### config.mk
export PLATFORM = sky130hd
export DESIGN_NAME = lzt_ctrl
export DESIGN_NICKNAME = d
export VERILOG_FILES = /design/src/rtl/lzt_pkg.sv /design/src/rtl/lzt_ctrl.sv
export SDC_FILE = /design/constraint.sdc
export NUM_CORES = 1
export LEC_CHECK = 0
export BUFFER_PORTS_ARGS = -buffer_cell sky130_fd_sc_hd__buf_4
export CORE_MARGIN = 1.5
export CORE_UTILIZATION = 65
export DETAILED_ROUTE_END_ITERATION = 8
export GPL_TIMING_DRIVEN = 0
export PLACE_DENSITY = 0.91
export SLEW_MARGIN = 20
export SYNTH_ARGS = -nofsm -noshare
export SYNTH_HDL_FRONTEND = slang
export SYNTH_SLANG_ARGS = --single-unit
### constraint.sdc
create_clock -name clk -period 4.66 [get_ports clk]
set_input_delay 0.932 -clock clk [delete_from_list [all_inputs] [get_ports clk]]
set_output_delay 0.932 -clock clk [all_outputs]
set_load 0.03 [all_outputs]
### src/rtl/lzt_pkg.sv
`timescale 1ns / 1ps

package lzt_pkg;

	// Default depth of the history memory in bytes.
	localparam int LZT_BUF_DEPTH = 4096;

	// Fixed widths of the stream format.
	localparam int LZT_RP_W    = 16;
	localparam int LZT_OADDR_W = 12;

	// Command byte that closes a stream.
	localparam logic [7:0] LZT_END_MARK = 8'hFF;

	// Where the output byte of a step comes from once the history read returns.
	typedef enum logic [1:0] {
		LZT_SRC_DIRECT,
		LZT_SRC_RAM,
		LZT_SRC_FLIP
	} lzt_src_t;

	// Result status codes.
	typedef enum logic [1:0] {
		LZT_ST_OK,
		LZT_ST_KIND,
		LZT_ST_OVERFLOW,
		LZT_ST_RANGE
	} lzt_status_t;

	// Input word.
	typedef struct packed {
		logic       kind;
		logic [7:0] in_byte;
	} lzt_item_t;

	// Output word.
	typedef struct packed {
		logic                   byte_valid;
		logic [7:0]             out_byte;
		logic [LZT_OADDR_W-1:0] out_addr;
		logic                   wants_byte;
		logic                   finished;
		logic [1:0]             status;
	} lzt_result_t;

	// Decoded step handed from the control unit to the output stage.
	typedef struct packed {
		logic                   byte_valid;
		lzt_src_t               src;
		logic [7:0]             direct;
		logic [LZT_OADDR_W-1:0] out_addr;
		logic                   wants_byte;
		logic                   finished;
		lzt_status_t            status;
	} lzt_step_t;

endpackage

### src/rtl/lzt_ctrl.sv
`timescale 1ns / 1ps

module lzt_ctrl #(
	parameter int BUF_DEPTH = lzt_pkg::LZT_BUF_DEPTH
) (
	input  logic                         clk,
	input  logic                         arst_n,
	input  logic                         accept,
	input  logic                         kind,
	input  logic [7:0]                   in_byte,
	output lzt_pkg::lzt_step_t           step,
	output logic                         rd_en,
	output logic [$clog2(BUF_DEPTH)-1:0] rd_addr,
	output logic [$clog2(BUF_DEPTH)-1:0] wr_addr
);

	localparam int AW   = $clog2(BUF_DEPTH);
	localparam int WP_W = $clog2(BUF_DEPTH + 1);
	localparam int RP_W = lzt_pkg::LZT_RP_W;

	// Command codes in bits 7..5 of a command byte.
	localparam logic [2:0] CMD_LIT  = 3'd0;
	localparam logic [2:0] CMD_FILL = 3'd1;
	localparam logic [2:0] CMD_ALT  = 3'd2;
	localparam logic [2:0] CMD_ZERO = 3'd3;
	localparam logic [2:0] CMD_FWD  = 3'd4;
	localparam logic [2:0] CMD_FLIP = 3'd5;
	localparam logic [2:0] CMD_BACK = 3'd6;
	localparam logic [2:0] CMD_LONG = 3'd7;

	typedef enum logic [2:0] {
		PH_CMD,
		PH_LONG,
		PH_FILL1,
		PH_FILL2,
		PH_OFS1,
		PH_OFS2,
		PH_RUN,
		PH_LIT
	} phase_t;

	phase_t            phase_q, phase_n;
	logic [2:0]        cmd_q, cmd_n;
	logic [10:0]       rr_q, rr_n;
	logic [10:0]       rr_dec;
	logic [7:0]        ff_q, ff_n;
	logic [7:0]        fs_q, fs_n;
	logic [RP_W-1:0]   rp_q, rp_n;
	logic [WP_W-1:0]   wp_q, wp_n;
	logic              kind_ok;
	logic              in_range;
	logic              emit;
	logic              valid;
	logic              fin;
	logic [7:0]        vdir;
	lzt_pkg::lzt_src_t    src;
	lzt_pkg::lzt_status_t st;

	// First phase of a run once its command and count are known.
	function automatic phase_t run_phase(input logic [2:0] cmd);
		phase_t ph;
		case (cmd) inside
			CMD_LIT:           ph = PH_LIT;
			CMD_FILL, CMD_ALT: ph = PH_FILL1;
			CMD_ZERO:          ph = PH_RUN;
			default:           ph = PH_OFS1;
		endcase
		return ph;
	endfunction

	assign kind_ok  = (kind != (phase_q != PH_RUN));
	assign in_range = (rp_q < RP_W'(wp_q));
	assign rd_addr  = AW'(rp_q);
	assign wr_addr  = AW'(wp_q);

	// Decode of one word against the current control state.
	always_comb begin
		phase_n = phase_q;
		cmd_n   = cmd_q;
		rr_n    = rr_q;
		ff_n    = ff_q;
		fs_n    = fs_q;
		rp_n    = rp_q;
		wp_n    = wp_q;
		st      = lzt_pkg::LZT_ST_OK;
		fin     = 1'b0;
		emit    = 1'b0;
		valid   = 1'b0;
		vdir    = 8'h00;
		src     = lzt_pkg::LZT_SRC_DIRECT;
		rd_en   = 1'b0;
		rr_dec  = (rr_q != 11'd0) ? rr_q - 11'd1 : rr_q;
		if (!kind_ok) begin
			st = lzt_pkg::LZT_ST_KIND;
		end else begin
			unique case (phase_q)
				PH_CMD: begin
					if (in_byte == lzt_pkg::LZT_END_MARK) begin
						fin  = 1'b1;
						wp_n = '0;
					end else if (in_byte[7:5] == CMD_LONG) begin
						// A long form may not name the long form again.
						if (in_byte[4:2] == CMD_LONG) begin
							st = lzt_pkg::LZT_ST_RANGE;
						end else begin
							cmd_n   = in_byte[4:2];
							rr_n    = {1'b0, in_byte[1:0], 8'h00};
							phase_n = PH_LONG;
						end
					end else begin
						cmd_n   = in_byte[7:5];
						rr_n    = {6'b0, in_byte[4:0]} + 11'd1;
						phase_n = run_phase(in_byte[7:5]);
					end
				end
				PH_LONG: begin
					rr_n    = {1'b0, rr_q[9:8], in_byte} + 11'd1;
					phase_n = run_phase(cmd_q);
				end
				PH_FILL1: begin
					ff_n    = in_byte;
					phase_n = (cmd_q == CMD_ALT) ? PH_FILL2 : PH_RUN;
				end
				PH_FILL2: begin
					fs_n    = in_byte;
					phase_n = PH_RUN;
				end
				PH_OFS1: begin
					// Absolute offsets take a second byte; relative ones count back.
					if (!in_byte[7]) begin
						rp_n    = {in_byte, 8'h00};
						phase_n = PH_OFS2;
					end else begin
						rp_n    = RP_W'(wp_q) - {9'b0, in_byte[6:0]} - 16'd1;
						phase_n = PH_RUN;
					end
				end
				PH_OFS2: begin
					rp_n    = rp_q | {8'h00, in_byte};
					phase_n = PH_RUN;
				end
				PH_LIT: begin
					emit = 1'b1;
					vdir = in_byte;
				end
				PH_RUN: begin
					emit = 1'b1;
					case (cmd_q) inside
						CMD_FILL: begin
							vdir = ff_q;
						end
						CMD_ALT: begin
							vdir = ff_q;
							ff_n = fs_q;
							fs_n = ff_q;
						end
						CMD_FWD, CMD_FLIP, CMD_BACK: begin
							if (in_range) begin
								rd_en = 1'b1;
								src   = (cmd_q == CMD_FLIP) ? lzt_pkg::LZT_SRC_FLIP
								                            : lzt_pkg::LZT_SRC_RAM;
							end else begin
								st = lzt_pkg::LZT_ST_RANGE;
							end
							rp_n = (cmd_q == CMD_BACK) ? rp_q - 16'd1 : rp_q + 16'd1;
						end
						default: begin
							vdir = 8'h00;
						end
					endcase
				end
				default: begin
					phase_n = PH_CMD;
				end
			endcase

			// Write position and run count for a byte-producing step.
			if (emit) begin
				if (wp_q >= WP_W'(BUF_DEPTH)) begin
					st    = lzt_pkg::LZT_ST_OVERFLOW;
					src   = lzt_pkg::LZT_SRC_DIRECT;
					vdir  = 8'h00;
					rd_en = 1'b0;
				end else begin
					valid = 1'b1;
					wp_n  = wp_q + WP_W'(1);
				end
				rr_n = rr_dec;
				if (rr_dec == 11'd0) begin
					phase_n = PH_CMD;
				end
			end
		end
	end

	always_comb begin
		step.byte_valid = valid;
		step.src        = src;
		step.direct     = vdir;
		step.out_addr   = valid ? lzt_pkg::LZT_OADDR_W'(wp_q) : '0;
		step.wants_byte = (phase_n != PH_RUN);
		step.finished   = fin;
		step.status     = st;
	end

	// Control state advances on every accepted word.
	always_ff @(posedge clk or negedge arst_n) begin
		if (!arst_n) begin
			phase_q <= PH_CMD;
			cmd_q   <= 3'd0;
			rr_q    <= 11'd0;
			ff_q    <= 8'h00;
			fs_q    <= 8'h00;
			rp_q    <= '0;
			wp_q    <= '0;
		end else if (accept) begin
			phase_q <= phase_n;
			cmd_q   <= cmd_n;
			rr_q    <= rr_n;
			ff_q    <= ff_n;
			fs_q    <= fs_n;
			rp_q    <= rp_n;
			wp_q    <= wp_n;
		end
	end

endmodule
==> flow_metrics.env <==
export IMPL_status="finished clean"
export IMPL_fin_nets=914
export IMPL_drtPass1Iterations=7
export IMPL_ios=64
export IMPL_critPathArrivalTime_ns=3.24
export IMPL_setup_worst_path_start_class="flip-flop"
export IMPL_post_cts_setup_buffer_count=0
export IMPL_grt_setup_unrepaired="false"
export IMPL_synth_top_cell_by_area="dfrtp_1"
export IMPL_path_delay_family="compound AO/OA/AOI/OAI gates"
export IMPL_dp_hpwl_mm=13.96
export IMPL_synth_distinct_cells=79
export IMPL_clockBufferDepth=2
export IMPL_antenna_found_initial=0
export IMPL_synth_seq_cells=62
export IMPL_setup_tns_ns=0
export IMPL_synth_nets=844
export IMPL_synth_edff_count=0
export IMPL_totalWireLength_mm=19.09
export IMPL_syn2layout_area_growth_pct=13.37
export IMPL_crit_chain="clkbuf_1 > inv_1 > ha_1 > a21o_1 > a21o_1 > a2111oi_0 > o21ai_0 > nand2_1 > and4_1 > and4b_1 > buf_4"
export IMPL_netlist_top_cells_area="dfrtp_1 (26%), ha_1 (7.9%), o21ai_0 (7.0%)"
export IMPL_numClockSinks=62
export IMPL_gp_congestion=0.9619
export IMPL_syn_area_per_cell_um2=7.608
export IMPL_instances_no_fill=975
export IMPL_wire_per_inst_um=19.57
export IMPL_coreArea_um2=8848
export IMPL_fmax_mhz=239.6
export IMPL_crit_fanout=10
export IMPL_grt_pass1_vias=6145
export IMPL_cts_root_buf="clkbuf_8"
export IMPL_syn_cell_area_um2=6026
export IMPL_cpPeakStageDelay_ns=0.38
export IMPL_diodes=0
export IMPL_met1_usage=0.5387
export IMPL_p_per_area_nw_per_um2=629.6
export IMPL_drtIter0Drc=675
export IMPL_drc=0
export IMPL_setup_violations_final=0
export IMPL_worstMarginPinSlew_ns=0.8541
export IMPL_grtUsageMet2=0.6185
export IMPL_cts_made_buffers=9
export IMPL_ctsHtreeMaxLevel=3
export IMPL_die_area_um2=9858
export IMPL_ys_async_sr_fraction=1.000
export IMPL_cts_tree="yes"
export IMPL_port_buffers=59
export IMPL_yosys_warnings=0
export IMPL_synth_top_area_share=0.2575
export IMPL_grt_pass1_wl_mm=31.13
export IMPL_finalHoldViolCount=0
export IMPL_worst_setup_path_end_kind="output pin"
export IMPL_vias_per_cell=6.671
export IMPL_maxSlewViolCount=0
export IMPL_drive_gt1_frac=0.1465
export IMPL_relSlewSlack=0.4306
export IMPL_grt_start_max_net_pins=63
export IMPL_cap_violations=0
export IMPL_postSynthCellCount=792
export IMPL_grt_total_usage=0.3972
export IMPL_busiest_layer="met2"
export IMPL_hold_class="reg -> reg"
export IMPL_die_w_um=99.29
export IMPL_finalCritPeriodShare=0.8958
export IMPL_chipHeight_um=99.29
export IMPL_post_place_cells=959
export IMPL_num_vias=6504
export IMPL_rows=34
export IMPL_grt_remaining_overflow=0
export IMPL_drtAntennaViolNets=0
export IMPL_power_leakage_uw=0.003078
export IMPL_worstSetupPathType="reg -> out"
export IMPL_cp_required_ns=3.73
export IMPL_clkTransAtPathRegs_ns=0.09
export IMPL_synth_main_ff_cell="dfrtp_1"
export IMPL_grt_use_met3=0.08292
export IMPL_slowest_stage="dfrtp_1"
export IMPL_layout_min_cycle_time_ns=4.174
export IMPL_critPathBufInv=3
export IMPL_skew_ns=0.01990
export IMPL_yosysSeqAreaShare=0.2575
export IMPL_ir_worst_vdd_mv=0.4706
export IMPL_cp_common_cell="a21o_1"
export IMPL_clk_latency_ns=0.37
export IMPL_start_util=0.6810
-- layout by cell type (no fill, tap or decap), types with 8 or more instances in the layout --
cell type	synthesis	layout
xnor2_1	30	30
buf_4	26	85
and2_1	8	8
clkbuf_1	36	36
ha_1	38	38
nand3_1	17	17
o22ai_1	8	8
inv_1	31	31
a21o_1	14	14
a22oi_1	12	12
xor2_1	12	12
and3_1	13	13
a31oi_1	10	10
nor2_1	80	80
dfrtp_1	62	62
nor3_1	19	19
a21oi_1	54	54
nand2b_1	12	12
clkbuf_8	0	9
nand2_1	87	87
o21ai_0	84	84
-- worst reg2reg max path, stage by stage, from the launching register on --
cell	delay, ns
dfrtp_1	0.33
clkbuf_1	0.35
nand3b_1	0.14
inv_1	0.49
ha_1	0.38
a211o_1	0.33
a2111oi_1	0.58
o211ai_1	0.15
o211ai_1	0.22
o2111ai_1	0.18
a21oi_1	0.21
xnor2_1	0.10
o21a_1	0.20
o22a_1	0.19
-- kinds of logic (layout without fill, tap and decap cells) --
logic type               count (synthesis)  after routing  synth area share
adder cells (fa/ha/maj)                 40             40           0.08555
buffers and inverters                  104            179           0.08368
AO/OA/AOI/OAI                          259            259            0.2739
XOR/XNOR                                42             42           0.06105
multiplexers                             6              6           0.01038
flip-flops                              62             62            0.2575
AND/OR/NAND/NOR                        279            279            0.2280
-- worst paths after layout --
| kind | slack, ns | start | endpoint | cells after the start |
|---|---|---|---|---|
| setup / recovery | 0.49 | wp_q[7] | step[25] | 11 |
| hold / removal | 0.49 | fs_q[2] | fs_q[2] | 2 |
| setup reg to reg | 0.70 | cmd_q[2] | rp_q[15] | 13 |
| hold reg to reg | 0.49 | fs_q[2] | fs_q[2] | 2 |
| max in group asynchronous | 3.43 | arst_n | wp_q[5] | 1 |
| min in group asynchronous | 0.63 | arst_n | rr_q[2] | 1 |
-- per-stage QoR --
stage	util	instance area (um2)	hold WS, ns	power (uW)	setup slack (ns)
final	0.7721	6832	0.4924	4301	0.4855
after global routing	0.7721	6832	0.5346	4567	0.1973
after CTS	0.7721	6832	0.4970	4206	0.3095
after detailed placement	0.7463	6604	0.4760	3611	0.3345
after global placement	0.7463	6604	0.4632	3507	0.3832
after floorplan	-	6026	0.4502	2898	0.9580
-- power breakdown --
group | internal (uW) | leakage [uW] | switching (uW)
sequential | 735 | 0.000793 | 239
clock | 309 | 0.000115 | 282
combinational | 1070 | 0.00217 | 1670
-- sequential cells by signal, indices dropped and copies added, names as in the netlist --
name	count
cmd_q	3
ff_q	8
fs_q	8
phase_q	3
rp_q	16
rr_q	11
wp_q	13
-- repair_timing --
item / CTS / global route
hold buffers: 0 / 0
resized for setup: 0 / 1
endpoints found under the setup margin: 0 / 1
-- cell type report --
cell class | count | area (um2)
Timing Repair Buffer | 59 | 442.9
Clock buffer | 9 | 123.9
Fill cell | 642 | 2017
Buffer | 72 | 384.1
Inverter | 32 | 120.1
Tap cell | 108 | 135.1
Sequential cell | 62 | 1551
Multi-Input combinational cell | 626 | 3970
Clock inverter | 7 | 103.9
-- metal layers --
metal,share of wire,vias up
met1,0.40,3021
met4,0.037,0
li1,-,2968
met2,0.45,436
met5,0,-
met3,0.11,79
-- synthesized netlist by cell type, types with 7 or more instances --
master / number
o22ai_1: 8
ha_1: 38
xnor2_1: 30
nand3_1: 17
o21a_1: 7
buf_2: 7
a31oi_1: 10
nand2_1: 87
o211ai_1: 7
nand4_1: 7
a22oi_1: 12
inv_1: 31
nand2b_1: 12
a21oi_1: 54
a21o_1: 14
nor3_1: 19
and2_1: 8
and3_1: 13
clkbuf_1: 36
o22a_1: 7
nor2_1: 80
buf_4: 26
nor2b_1: 7
dfrtp_1: 62
xor2_1: 12
o21ai_0: 84
No activity file was read; power rests on OpenSTA's default activity.
